[src/rtl/core/udiv64_pkg.sv]
// Shared types and constants for the 64-bit unsigned divider.
// Used by the controller, the datapath and the top level; no dependencies.
`timescale 1ns / 1ps

package udiv64_pkg;

  // Operand and result width.
  localparam int unsigned DATA_W = 64;
  // Width of the step counter: one count per quotient bit.
  localparam int unsigned CNT_W = $clog2(DATA_W);
  // Counter value at the first step; counts down to zero.
  localparam logic [CNT_W-1:0] STEP_FIRST = CNT_W'(DATA_W - 1);
  localparam logic [CNT_W-1:0] STEP_LAST = '0;

  // Input word: one division request.
  typedef struct packed {
    logic [DATA_W-1:0] dividend;
    logic [DATA_W-1:0] divisor;
  } udiv64_req_t;

  // Output word: one division result.
  typedef struct packed {
    logic [DATA_W-1:0] quot;
    logic [DATA_W-1:0] rem_out;
    logic              div_by_zero;
  } udiv64_rsp_t;

  // Commands from the controller to the datapath.
  typedef struct packed {
    logic load;
    logic step;
  } udiv64_cmd_t;

  // Status from the datapath to the controller.
  typedef struct packed {
    logic div_zero;
  } udiv64_stat_t;

  // Controller states.
  typedef enum logic [1:0] {
    ST_IDLE,
    ST_RUN,
    ST_DONE
  } udiv64_state_t;

endpackage

[src/rtl/core/udiv64_dpath.sv]
// Datapath of the 64-bit unsigned divider: partial remainder, shifting
// dividend/quotient register and one 65-bit subtract. Depends on udiv64_pkg.
`timescale 1ns / 1ps

module udiv64_dpath import udiv64_pkg::*; (
  input  logic         clk,
  input  udiv64_cmd_t  cmd,
  input  udiv64_req_t  operands,
  output udiv64_stat_t stat,
  output udiv64_rsp_t  result
);

  // Dividend bits shift out at the top while quotient bits shift in at the bottom.
  logic [DATA_W-1:0] quo_div;
  logic [DATA_W-1:0] part;
  logic [DATA_W-1:0] divisor;
  logic              div_zero;

  logic [DATA_W-1:0] quo_div_next;
  logic [DATA_W-1:0] part_next;
  logic [DATA_W:0]   trial;
  logic [DATA_W:0]   diff;
  logic              fits;

  // One restoring step: shift in the next dividend bit and subtract if it fits.
  // The bit shifted out of the partial remainder is kept as the top trial bit.
  always_comb begin
    trial        = {part, quo_div[DATA_W-1]};
    diff         = trial - {1'b0, divisor};
    fits         = trial >= {1'b0, divisor};
    part_next    = fits ? diff[DATA_W-1:0] : trial[DATA_W-1:0];
    quo_div_next = {quo_div[DATA_W-2:0], fits};
  end

  // Operand load and step registers; payload only, so no reset.
  always_ff @(posedge clk) begin
    if (cmd.load) begin
      quo_div  <= operands.dividend;
      divisor  <= operands.divisor;
      part     <= '0;
      div_zero <= (operands.divisor == '0);
    end else if (cmd.step) begin
      quo_div <= quo_div_next;
      part    <= part_next;
    end
  end

  // A zero divisor reports zero quotient and remainder.
  always_comb begin
    stat.div_zero      = div_zero;
    result.quot        = div_zero ? '0 : quo_div;
    result.rem_out     = div_zero ? '0 : part;
    result.div_by_zero = div_zero;
  end

endmodule

[src/rtl/core/udiv64_ctrl.sv]
// Controller of the 64-bit unsigned divider: state machine and step counter.
// Drives datapath commands and the start/busy/done handshake. Depends on udiv64_pkg.
`timescale 1ns / 1ps

module udiv64_ctrl import udiv64_pkg::*; (
  input  logic         clk,
  input  logic         rst,
  input  logic         start,
  input  udiv64_stat_t stat,
  output logic         busy,
  output logic         done,
  output udiv64_cmd_t  cmd
);

  udiv64_state_t    state;
  udiv64_state_t    state_next;
  logic [CNT_W-1:0] cnt;
  logic [CNT_W-1:0] cnt_next;

  // Next-state logic.
  always_comb begin
    state_next = state;
    case (state)
      ST_IDLE, ST_DONE: begin
        state_next = start ? ST_RUN : ST_IDLE;
      end
      ST_RUN: begin
        if (stat.div_zero || cnt == STEP_LAST) begin
          state_next = ST_DONE;
        end
      end
      default: begin
        state_next = ST_IDLE;
      end
    endcase
  end

  // Output and command logic.
  always_comb begin
    busy     = 1'b0;
    done     = 1'b0;
    cmd.load = 1'b0;
    cmd.step = 1'b0;
    cnt_next = cnt;
    case (state)
      ST_IDLE: begin
        cmd.load = start;
        if (start) begin
          cnt_next = STEP_FIRST;
        end
      end
      ST_RUN: begin
        busy     = 1'b1;
        cmd.step = !stat.div_zero;
        cnt_next = cnt - 1'b1;
      end
      ST_DONE: begin
        done     = 1'b1;
        cmd.load = start;
        if (start) begin
          cnt_next = STEP_FIRST;
        end
      end
      default: begin
        busy = 1'b0;
      end
    endcase
  end

  // State and counter registers.
  always_ff @(posedge clk) begin
    if (rst) begin
      state <= ST_IDLE;
      cnt   <= '0;
    end else begin
      state <= state_next;
      cnt   <= cnt_next;
    end
  end

endmodule

[src/rtl/core/unsigned_divider_64.sv]
// Top level of the 64-bit unsigned divider.
// Instantiates udiv64_ctrl and udiv64_dpath; depends on udiv64_pkg.
`timescale 1ns / 1ps

// A word is accepted at a clock edge where start is high and busy is low.
// The divider produces one quotient bit per cycle through a single 65-bit
// subtractor; after the last quotient bit the state machine moves from run
// to done, and the result is on the ports with done high for exactly one
// cycle. The receiver cannot stall: the result is valid only while done is
// high. busy is low during that done cycle, so the next word can be accepted
// there; no word is taken while the previous one is still running. A zero
// divisor skips the quotient steps and goes from run straight to done with
// quotient and remainder zero and div_by_zero set.
module unsigned_divider_64 import udiv64_pkg::*; (
  input  logic        clk,
  input  logic        rst,
  input  logic        start,
  input  udiv64_req_t operands,
  output logic        busy,
  output logic        done,
  output udiv64_rsp_t result
);

  udiv64_cmd_t  cmd;
  udiv64_stat_t stat;

  // Sequencing of load, steps and completion.
  udiv64_ctrl u_ctrl (
    .clk   (clk),
    .rst   (rst),
    .start (start),
    .stat  (stat),
    .busy  (busy),
    .done  (done),
    .cmd   (cmd)
  );

  // Shift-and-subtract arithmetic.
  udiv64_dpath u_dpath (
    .clk      (clk),
    .cmd      (cmd),
    .operands (operands),
    .stat     (stat),
    .result   (result)
  );

endmodule

[config.mk]
export PLATFORM = sky130hd
export DESIGN_NAME = unsigned_divider_64
export DESIGN_NICKNAME = d
export VERILOG_FILES = /design/src/rtl/core/udiv64_pkg.sv /design/src/rtl/core/udiv64_dpath.sv /design/src/rtl/core/udiv64_ctrl.sv /design/src/rtl/core/unsigned_divider_64.sv
export SDC_FILE = /design/constraint.sdc
export NUM_CORES = 1
export LEC_CHECK = 0
export BUFFER_PORTS_ARGS = -buffer_cell sky130_fd_sc_hd__buf_2
export CORE_UTILIZATION = 61
export CTS_CLUSTER_DIAMETER = 100
export DETAILED_ROUTE_END_ITERATION = 7
export PLACE_DENSITY = 0.95
export SLEW_MARGIN = 20
export SYNTH_ARGS = -nofsm -noshare
export SYNTH_HDL_FRONTEND = slang
export SYNTH_SLANG_ARGS = --single-unit
[constraint.sdc]
create_clock -name clk -period 6.55 [get_ports clk]
set_input_delay 1.31 -clock clk [delete_from_list [all_inputs] [get_ports clk]]
set_output_delay 1.31 -clock clk [all_outputs]
set_load 0.02 [all_outputs]
* After elaboration in Yosys (flattened, before gate mapping)
Cells that the tools add are included.
** Storage, ports and cells
- Register bits :: 201
** Cells by class
- Add/sub/neg operators :: 2
- Reduce and logical (&&, ||, !) cells :: 9
- Eq/ne operators :: 4
- Multiplexer cells :: 14
- Magnitude comparators :: 1
** Operator list (number)
- $mux W64 :: 5
- $ge A65 B64 Y1 :: 1
- $logic_not A64 Y1 :: 1
- $sub A64 B64 Y64 :: 1
- $pmux W6 S2 :: 1
- $logic_not A6 Y1 :: 1
- $mux W6 :: 1
- $sub A6 B1 Y6 const B :: 1
- $mux W1 :: 5
- $ne A2 B1 Y1 const B :: 2
- $pmux W2 S2 :: 1
- $reduce_bool A2 Y1 :: 2
- $eq A2 B1 Y1 const B :: 1
- $eq A2 B2 Y1 const B :: 1
- $logic_not A2 Y1 :: 1
- $mux W2 :: 1
- $reduce_and A2 Y1 :: 1
- $reduce_or A2 Y1 :: 1
- $logic_not A1 Y1 :: 1
- $logic_or A1 B1 Y1 :: 1

* Logic depth before layout (Yosys ltp)
Gate-level depths: netlist (run 1).
- Depth in word-level cells :: 4
- Gate-level depth with buffers :: 15
- Gate-level depth less buffers :: 14

* Modules after synthesis
A second synthesis (run 1) with hierarchy kept.
** Unflattened totals
- Cells, all modules :: 1487
- Area, all modules :: 13899.6 um2
** By module, submodules not included
- udiv64_dpath :: cells an instance 1441, area an instance 13486.7 um2, sequential area each 5154.9 um2, times used 1
- udiv64_ctrl :: cells an instance 46, area an instance 412.9 um2, sequential area each 160.2 um2, times used 1

* Worst setup path after synthesis (run 1)
No wires, ideal clock.
- Path kind :: input-to-reg
- Start :: input start
- End :: register u_dpath.divisor[0], enable pin
- Data required time :: 6.095 ns
- Buffers on the path :: 3
- Slack :: 2.249 ns
- Data arrival time :: 3.847 ns
- Setup time :: 0.455 ns
- Cell stages on the path :: 5
- Path through :: nand2b_1 clkbuf_1 inv_1 clkbuf_1 clkbuf_1
** RTL lines
- from (decl) :: RTL line unsigned_divider_64.sv:17 : input logic start,
- to (signal assigned) :: RTL line udiv64_dpath.sv:39 : divisor <= operands.divisor;
- to (decl) :: RTL line udiv64_dpath.sv:16 : logic [DATA_W-1:0] divisor;

* Worst setup path in the final report (run 1)
- Start :: register u_dpath.quo_div[63]
- End :: register u_dpath.part[60]
** Between the ends
- Word-level cells in the longest chain between the ends :: 2
- Elaborated cells on any way between the ends :: 3
** RTL lines
- from (decl) :: RTL line udiv64_dpath.sv:14 : logic [DATA_W-1:0] quo_div;
- from (signal assigned) :: RTL line udiv64_dpath.sv:38 : quo_div <= operands.dividend;
- from (signal assigned) :: RTL line udiv64_dpath.sv:43 : quo_div <= quo_div_next;
- $sub A64 B64 Y64 or $ge A65 B64 Y1 (tied branches) :: RTL line udiv64_dpath.sv:29, udiv64_dpath.sv:30
- $mux W64 (*) :: RTL line udiv64_dpath.sv:31 : part_next = fits ? diff[DATA_W-1:0] : trial[DATA_W-1:0];
- to (signal assigned) :: RTL line udiv64_dpath.sv:44 : part <= part_next;
- to (decl) :: RTL line udiv64_dpath.sv:15 : logic [DATA_W-1:0] part;
Every way passes the cells marked *; elsewhere a longest branch is shown, timed or not.
A chain may end at the register's enable or synchronous reset.

==> results.py, run 1 <==
metrics = {
    "worst_setup_path": {
        "rr_worst_depth": 14,
        "rr_startpoint": "u_dpath.quo_div[63]$_DFFE_PP_",
        "rrSetupSlack_ns": 2.36,
        "timing.rr.end": "u_dpath.part[60]$_SDFFE_PP0P_",
        "critPathCaptureType": "register",
        "worstSetupPathType": "register to register",
        "startpoint_type": "register",
        "cp_max_fo": 5,
        "worstPathRequired_ns": 6.94,
        "worstPathArrival_ns": 4.58,
    },
    "sta": {
        "period_share": 0.639,
        "tns_ns": 0,
        "fmax_mhz": 239,
        "period_minus_slack_ns": 4.19,
        "hold_viol": 0,
        "setup_viol": 0,
        "slew_viol_final": 0,
        "relSlewSlack": 0.369,
        "rsz0062_at_grt": "no",
        "worst_slew_pin_slew_ns": 0.944,
        "finClkSkew_ns": 0.0130,
    },
    "clock_network": {
        "clk_pin_slew_ns": 0.06,
        "cts_buffers": 23,
        "tritoncts": "yes",
        "clk_latency_ns": 0.52,
        "ctsRootBufferMaster": "clkbuf_16",
        "clock_tree.buffer_depth": 3,
        "hold_buffers": 0,
        "ctsResizeCount": 0,
        "h-tree-depth": 1,
        "clock_sinks": 201,
        "postCtsSetupBuffers": 0,
    },
    "power": {
        "p_sw_w": 0.00134,
        "p_leak_nw": 7.12,
        "power_frac_comb": 0.291,
        "ir_drop_uv": 216,
        "p_clk_frac": 0.314,
        "switching_share": 0.333,
        "seqPwrFrac": 0.395,
        "power.internal_w": 0.00267,
        "powerDensity_nw_per_um2": 266,
    },
    "yosys": {
        "ys_warn_count": 0,
        "synth_fp_nets": 1708,
        "post-synth-top-count-cell": "nand2_1",
        "synth_xor_xnor_area_share": 0.0385,
        "ys_ff_latch": 201,
        "syn_inst": 1510,
        "synth_compound_area_frac": 0.165,
        "synth.area.mux_share": 0.0380,
        "synth_top_family_by_area": "simple AND/OR/NAND/NOR gates",
        "synth-main-ff-cell": "edfxtp_1",
        "synth_edf_count": 129,
        "yosys-top-cells-area": "edfxtp_1, dfxtp_1, nand2_1",
        "syn_area_per_cell_um2": 8.59,
        "netlist_area_um2": 13000,
        "synth.largest_area_cell": "edfxtp_1",
        "async_flop_share": 0,
        "synthAdderAreaFrac": 0.0652,
        "synth-simple-area-share": 0.229,
        "synth_top_cell_area_share": 0.299,
        "synth_cell_types": 74,
        "yosys-top-cells-count": "nand2_1, nor2b_1, edfxtp_1, a21oi_1, o21ai_0",
        "synth-seq-area-share": 0.410,
    },
    "floorplanning": {
        "die_h_um": 148,
        "row_count": 52,
        "core_area_um2": 20600,
        "io-pin-count": 262,
        "initial_core_util": 0.631,
        "fp.dieW_um": 148,
        "dieArea_um2": 21800,
    },
    "final_layout": {
        "finalNetCount": 1911,
        "area_growth_pct": 16.2,
        "utilization": 0.733,
        "final_area_um2": 15100,
        "drive_above_1_share": 0.188,
        "finalNonFillerCells": 2000,
    },
    "worst_hold_path": {
        "hp-start": "u_dpath.part[3]$_SDFFE_PP0P_",
        "hold_class": "register to register",
        "worstHoldEndpoint": "u_dpath.part[3]$_SDFFE_PP0P_",
        "holdPathStages": 2,
    },
    "drt": {
        "wl_per_cell_um": 19.0,
        "drc_errors": 0,
        "ant_nets": 0,
        "wirelength_um": 37900,
        "routed_via_density": 6.12,
        "drt-pass1-iter-count": 5,
        "drt-initial-drc-count": 1235,
        "num_vias": 12243,
    },
    "placed_design": {
        "dp.cells": 1957,
        "place_congestion": 0.956,
        "io_buffers": 261,
        "placed_cell_area_um2": 14300,
        "hpwl_um": 27200,
    },
    "global_route": {
        "grt_pass1_vias": 11500,
        "antenna_found_initial": 2,
        "grt_max_degree": 82,
        "grt_util_all_layers": 0.337,
        "grt_pass1_wl_um": 58900,
        "overflow": 0,
    },
    "run_status": {
        "status": "completed",
    },
    "flow_run": {
        "drv_cap": 0,
    },
}
worst max-delay path: stages, from the launching register on:
cell and delay, ns:
edfxtp_1 0.37, inv_1 0.12, ha_1 0.19, inv_1 0.06, fa_1 0.41, a21o_1 0.20
a221o_1 0.40, a2111oi_0 0.66, o31a_1 0.32, nand3b_1 0.21, a21oi_1 0.10, nor3_1 0.50
o21ai_0 0.26, xnor2_1 0.19, o21ai_0 0.08
metal layers:
layer / global-route usage / share of wire / vias up
met5: 0 / 0 / -
met4: 0.151 / 0.046 / 0
met3: 0.0552 / 0.077 / 142
met2: 0.556 / 0.47 / 661
met1: 0.436 / 0.40 / 5722
li1: - / - / 5718
registers in the layout, indices dropped and copies added (netlist names):
signal	count
u_dpath.stat	1
u_ctrl.cnt	6
u_ctrl.state	2
u_dpath.divisor	64
u_dpath.quo_div	64
u_dpath.part	64
through the flow:
stage / setup slack [ns] / power (W) / hold slack (ns)
5_1_grt: 2.22 / 0.00417 / 0.521
2_1_floorplan: 2.25 / 0.00241 / 0.463
4_1_cts: 2.29 / 0.00398 / 0.500
3_3_place_gp: 2.56 / 0.00269 / 0.476
6_report: 2.36 / 0.00401 / 0.497
3_5_place_dp: 2.32 / 0.00273 / 0.491
power groups by stage:
stage | clock [W] | combinational, W | sequential [W]
after floorplan | 0 | 0.000835 | 0.00158
after global placement | 0 | 0.00109 | 0.00159
after detailed placement | 0 | 0.00113 | 0.00160
after CTS | 0.00127 | 0.00114 | 0.00158
after global routing | 0.00132 | 0.00126 | 0.00159
final | 0.00126 | 0.00116 | 0.00158
logic make-up after synthesis:
logic type	count (synthesis)
buffers and inverters	180
AO/OA/AOI/OAI	352
flip-flops	201
AND/OR/NAND/NOR	604
XOR/XNOR	57
multiplexers	49
adder cells (fa/ha/maj)	67
layout by cell type (no fill, tap or decap), types with 8 or more instances in the layout:
cell,n
clkbuf_16,23
nand4_1,29
dfxtp_1,72
nor2b_1,138
o21ai_0,94
nand2_1,264
buf_2,261
and3_1,12
nor3_1,16
a31oi_1,11
o21bai_1,20
nor2_1,63
edfxtp_1,129
xor2_1,28
nand2b_1,8
xnor2_1,29
a21oi_1,126
ha_1,66
mux2i_1,47
nor4_1,22
a211oi_1,14
buf_4,10
nand3_1,24
inv_1,81
a21o_1,19
worst max path at each step:
stage	startpoint	end	slack, ns	depth (start not counted)
detailed placement	u_dpath.divisor[1]$_DFFE_PP_	u_dpath.part[58]$_SDFFE_PP0P_	2.32	13
floorplan	start	u_dpath.divisor[0]$_DFFE_PP_	2.25	5
global route	u_dpath.quo_div[63]$_DFFE_PP_	u_dpath.part[62]$_SDFFE_PP0P_	2.22	14
global placement	u_dpath.divisor[1]$_DFFE_PP_	u_dpath.part[58]$_SDFFE_PP0P_	2.56	13
finish	u_dpath.quo_div[63]$_DFFE_PP_	u_dpath.part[60]$_SDFFE_PP0P_	2.36	14
CTS	u_dpath.divisor[1]$_DFFE_PP_	u_dpath.part[58]$_SDFFE_PP0P_	2.29	13
layout make-up:
class | instances | area (um^2)
diodes | 2 | 5.00
clock buffers | 30 | 622
clock inverters | 10 | 97.6
fillers | 1536 | 5490
inverters | 86 | 325
multi-input cells | 1129 | 6970
flip-flops and latches | 201 | 5320
well taps | 270 | 338
repair buffers | 272 | 1400
Power figures use the tool's default switching activity.
==> run 2: changes to the inputs <==
CORE_UTILIZATION = 51   (was 61)
PLACE_DENSITY = 0.86   (was 0.95)
clock period = 3.4 ns   (was 6.55 ns; I/O delays follow)
==> run 2 against run 1 <==
Sequential cell count stayed put. Count of clock-buffer cells in the layout is 3 higher. Sequential power is 93% higher. Combinational power is 110% higher. Cell count is 5.4% higher. Utilization is 8.8 points lower. Die area is 19% higher. Register-to-register slack worse by 2.3 ns. Wire length is 3.6% higher. Setup slack worse by 2.3 ns. Total power is 110% higher. First-iteration DRC count is 6.3% higher. Largest power group unchanged.
==> results.py, run 2 (synthesized netlist as in run 1, its figures left out) <==
metrics = {
    "run_status": {
        "status": "completed",
    },
    "drt": {
        "drt-pass1-iter-count": 6,
        "drc_errors": 0,
        "drt-initial-drc-count": 1313,
        "ant_nets": 0,
        "wl_per_cell_um": 18.7,
        "wirelength_um": 39300,
        "num_vias": 12436,
        "routed_via_density": 5.90,
    },
    "floorplanning": {
        "core_area_um2": 24600,
        "row_count": 57,
        "fp.dieW_um": 161,
        "io-pin-count": 262,
        "dieArea_um2": 26100,
        "die_h_um": 161,
        "initial_core_util": 0.527,
    },
    "worst_setup_path": {
        "cp_common_cell": "buf_4",
        "worst_path_largest_cell_delay_ns": 0.41,
        "rr_startpoint": "u_dpath.quo_div[63]$_DFFE_PP_",
        "worstPathArrival_ns": 3.78,
        "setup.worst_path.start": "u_dpath.quo_div[63]$_DFFE_PP_",
        "cp_cell_sequence": "inv_2 -> ha_4 -> inv_1 -> fa_2 -> a21o_1 -> a221o_1 -> buf_6 -> nand4bb_1 -> nand2_2 -> a2111oi_4 -> buf_4 -> o31ai_2 -> a31oi_1 -> buf_4 -> nor3_1 -> mux2i_1 -> a2bb2oi_1",
        "startpoint_type": "register",
        "worstSetupPathType": "register to register",
        "critPathCaptureType": "register",
        "cp_max_fo": 3,
        "crit_slowest_cell": "a221o_1",
        "worstPathRequired_ns": 3.84,
    },
    "power": {
        "p_leak_nw": 7.46,
        "ir_drop_uv": 412,
        "powerDensity_nw_per_um2": 524,
    },
    "sta": {
        "holdWs_ns": 0.340,
        "relSlewSlack": 0.351,
        "slew_viol_final": 0,
        "period_minus_slack_ns": 3.33,
        "period_share": 0.980,
        "fmax_mhz": 300,
        "finClkSkew_ns": 0.0183,
        "tns_ns": 0,
        "setup_viol": 0,
        "hold_viol": 0,
        "worst_slew_pin_slew_ns": 0.965,
    },
    "final_layout": {
        "drive_above_1_share": 0.229,
        "final_common_cell": "nand2_1",
        "area_growth_pct": 22.4,
        "largest_registers": "u_dpath.divisor: 64 flops, u_dpath.part: 64 flops, u_dpath.quo_div: 64 flops",
        "finalNetCount": 1959,
        "final_cell_mix": "nand2_1, buf_2, nor2b_1",
        "finalNonFillerCells": 2107,
    },
    "worst_hold_path": {
        "hp-start": "operands[1]",
        "hold_class": "primary input to register",
    },
    "global_route": {
        "grt_pass1_wl_um": 59500,
        "overflow": 0,
        "antenna_found_initial": 5,
        "grt_busiest_layer": "met2",
        "met1_usage": 0.366,
        "grt_pass1_vias": 11705,
        "grt_max_degree": 64,
        "grtUsageMet3": 0.0429,
        "grtUsageMet2": 0.466,
        "grt_util_all_layers": 0.285,
    },
    "clock_network": {
        "h-tree-depth": 1,
        "hold_buffers": 0,
        "clock_sinks": 201,
        "clk_latency_ns": 0.53,
        "clk_pin_slew_ns": 0.06,
        "cts_buffers": 24,
        "tritoncts": "yes",
        "ctsRootBufferMaster": "clkbuf_16",
        "clock_tree.buffer_depth": 3,
    },
    "placed_design": {
        "hpwl_um": 28700,
        "dp.cells": 2050,
        "io_buffers": 261,
        "place_congestion": 0.982,
    },
    "flow_run": {
        "drv_cap": 0,
    },
}
[run 2: per-layer routing]
metal	up-vias	share of wire
met1	5893	0.40
met4	0	0.050
met2	600	0.47
li1	5805	-
met5	-	0
met3	138	0.076
[run 2: layout make-up]
class / count / area, um^2
fillers: 1987 / 8730
multi-input cells: 1129 / 7110
flip-flops and latches: 201 / 5320
repair buffers: 319 / 1830
clock buffers: 33 / 696
well taps: 324 / 405
inverters: 86 / 325
clock inverters: 11 / 181
diodes: 4 / 10.0
[run 2: through the flow]
stage          utilization  power, W  setup slack [ns]  instance area, um^2
6_report             0.645   0.00831            0.0678                15900
5_1_grt              0.645   0.00863           -0.0385                15900
4_1_cts              0.635   0.00820            0.0334                15600
3_5_place_dp         0.599   0.00536           -0.0397                14700
3_3_place_gp         0.599   0.00530            0.0640                14700
2_1_floorplan            -   0.00464             0.200                13000
[run 2: worst max-delay path, delay by kind of cell, from the launching register on]
family	cells	cell delay, ns
simple gates	3	0.25
fa+ha+maj	2	0.49
mux	1	0.16
flops	1	0.37
compound gates	6	1.33
buf+inv	5	0.63
[run 2: final timing paths]
kind	end	slack (ns)	cells after the start
worst min register to register	u_dpath.part[50]$_SDFFE_PP0P_	0.50	2
worst min-delay path	u_dpath.divisor[1]$_DFFE_PP_	0.34	1
worst max-delay path	u_dpath.part[58]$_SDFFE_PP0P_	0.07	17
worst max register to register	u_dpath.part[58]$_SDFFE_PP0P_	0.07	17
[run 2: timing repair]
item | 4_1_cts | 5_1_grt
setup buffers | 0 | 8
pin swaps | 0 | 14
gates cloned | 0 | 1
endpoints found under the setup margin | 7 | 43
resized for setup | 3 | 42
[run 2: report_power, final]
group / switching (W) / internal [W] / total, W
logic: 0.00146 / 0.000956 / 0.00242
registers: 0.000171 / 0.00288 / 0.00305
clock network: 0.00104 / 0.00180 / 0.00284
total: 0.00267 / 0.00564 / 0.00831
==> run 3: changes to the inputs <==
BUFFER_PORTS_ARGS = -buffer_cell sky130_fd_sc_hd__clkbuf_2   (was -buffer_cell sky130_fd_sc_hd__buf_2)
==> run 3 against run 2 <==
The run now ends with negative setup slack left. Critical endpoint unchanged. Clock skew shrank 0.0056 ns. Register-to-register slack lost 0.13 ns. Global-route usage shrank 0.053 points.
==> results.py, run 3 (synthesized netlist as in run 1, its figures left out) <==
metrics = {
    "clock_network": {
        "tritoncts": "yes",
        "cts_buffers": 23,
        "clock_sinks": 201,
        "clock_tree.buffer_depth": 3,
        "ctsRootBufferMaster": "clkbuf_16",
        "clk_latency_ns": 0.52,
        "clk_pin_slew_ns": 0.06,
        "h-tree-depth": 1,
        "hold_buffers": 0,
    },
    "worst_setup_path": {
        "cp_max_fo": 4,
        "timing.rr.end": "u_dpath.part[58]$_SDFFE_PP0P_",
        "crit_slowest_cell": "a221o_1",
        "worst_path_largest_cell_delay_ns": 0.41,
        "worstPathRequired_ns": 3.84,
        "startpoint_type": "register",
        "rr_worst_depth": 17,
        "critPathCaptureType": "register",
        "rrSetupSlack_ns": -0.07,
        "path_delay_family": "compound AO/OA/AOI/OAI gates",
        "critPathBufInv": 5,
        "rr_startpoint": "u_dpath.quo_div[63]$_DFFE_PP_",
        "worstPathArrival_ns": 3.91,
        "cp_cell_sequence": "inv_2 -> ha_4 -> inv_2 -> fa_2 -> a21o_1 -> a221o_1 -> buf_6 -> nand4bb_1 -> nand2_2 -> a2111oi_4 -> buf_4 -> o31ai_4 -> a31oi_2 -> buf_4 -> nor3_2 -> mux2i_1 -> a2bb2oi_1",
        "worstSetupPathType": "register to register",
    },
    "placed_design": {
        "io_buffers": 261,
        "place_congestion": 0.966,
        "pre_cts_ws_ns": -0.0933,
        "hpwl_um": 28800,
    },
    "sta": {
        "relSlewSlack": 0.389,
        "finClkSkew_ns": 0.0127,
        "period_share": 1.02,
        "rsz0062_at_grt": "yes",
        "worst_slack_ns": -0.0663,
        "worst_slew_pin_slew_ns": 0.908,
        "period_minus_slack_ns": 3.47,
        "fmax_mhz": 288,
        "tns_ns": -0.0905,
        "holdWs_ns": 0.356,
        "setup_viol": 3,
        "slew_viol_final": 0,
        "hold_viol": 0,
    },
    "global_route": {
        "grt_pass1_wl_um": 59700,
        "grt_util_all_layers": 0.285,
        "antenna_found_initial": 0,
        "grt_max_degree": 74,
        "overflow": 0,
        "grt_pass1_vias": 11497,
    },
    "worst_hold_path": {
        "hold_class": "primary input to register",
        "holdPathStages": 1,
        "hp-start": "operands[31]",
        "worstHoldEndpoint": "u_dpath.divisor[31]$_DFFE_PP_",
    },
    "final_layout": {
        "largest_registers": "u_dpath.divisor: 64 flops, u_dpath.part: 64 flops, u_dpath.quo_div: 64 flops",
        "area_growth_pct": 21.9,
        "antennaDiodeCount": 0,
        "drive_above_1_share": 0.229,
        "finalNetCount": 1965,
        "final_cell_mix": "nand2_1, clkbuf_2, nor2b_1",
        "final_common_cell": "nand2_1",
    },
    "floorplanning": {
        "row_count": 57,
        "dieArea_um2": 26100,
        "initial_core_util": 0.527,
        "die_h_um": 161,
        "io-pin-count": 262,
        "core_area_um2": 24600,
        "fp.dieW_um": 161,
    },
    "drt": {
        "drt-pass1-iter-count": 8,
        "drt-initial-drc-count": 1310,
        "num_vias": 12241,
        "wirelength_um": 38300,
        "drc_errors": 0,
        "wl_per_cell_um": 18.2,
        "routed_via_density": 5.81,
        "ant_nets": 0,
    },
    "run_status": {
        "violations": "negative setup slack",
        "status": "complete, but fails checks",
    },
    "power": {
        "powerDensity_nw_per_um2": 513,
        "ir_drop_uv": 427,
        "p_leak_nw": 7.41,
    },
    "flow_run": {
        "drv_cap": 0,
    },
}
[run 3: worst max path at each step]
| stage | startpoint | to | cells past startpoint |
|---|---|---|---|
| 6_report | u_dpath.quo_div[63]$_DFFE_PP_ | u_dpath.part[58]$_SDFFE_PP0P_ | 17 |
| 3_5_place_dp | u_dpath.quo_div[63]$_DFFE_PP_ | u_dpath.part[44]$_SDFFE_PP0P_ | 15 |
| 3_3_place_gp | u_dpath.quo_div[63]$_DFFE_PP_ | u_dpath.part[62]$_SDFFE_PP0P_ | 17 |
| 4_1_cts | u_dpath.quo_div[63]$_DFFE_PP_ | u_dpath.part[58]$_SDFFE_PP0P_ | 17 |
| 2_1_floorplan | u_dpath.quo_div[63]$_DFFE_PP_ | u_dpath.part[60]$_SDFFE_PP0P_ | 14 |
| 5_1_grt | u_dpath.quo_div[63]$_DFFE_PP_ | u_dpath.part[58]$_SDFFE_PP0P_ | 17 |
[run 3: report_power, final]
part	switching [W]	internal, W	total, W
registers	0.000170	0.00288	0.00305
clock network	0.00102	0.00162	0.00264
logic	0.00146	0.000956	0.00241
[run 3: stage by stage]
stage / util / cells / total power [W] / instance area [um^2]
after floorplan: - / 1510 / 0.00464 / 13000
after global placement: 0.602 / 2060 / 0.00533 / 14800
after detailed placement: 0.602 / 2060 / 0.00539 / 14800
after CTS: 0.635 / 2101 / 0.00803 / 15600
after global routing: 0.643 / 2107 / 0.00844 / 15800
final: 0.643 / 2107 / 0.00811 / 15800
[run 3: repair_timing]
item	CTS	global route
pin swaps	0	18
setup endpoints to repair	7	42
setup buffers	0	6
resized for setup	5	40
[run 3: final cells by class]
cell class	instances	area (um^2)
Fill cell	2032	8790
Multi-Input combinational cell	1129	7120
Sequential cell	201	5320
Timing Repair Buffer	326	1850
Clock buffer	26	587
Tap cell	324	405
Inverter	86	325
Clock inverter	15	204
[run 3: per-layer routing]
| metal | global-route usage | routed length [um] | share of wire | vias to the layer above |
|---|---|---|---|---|
| met5 | 0 | 0 | 0 | - |
| met1 | 0.380 | 16200 | 0.42 | 5779 |
| li1 | - | - | - | 5817 |
| met3 | 0.0334 | 2500 | 0.065 | 123 |
| met4 | 0.109 | 1610 | 0.042 | 0 |
| met2 | 0.474 | 18100 | 0.47 | 522 |
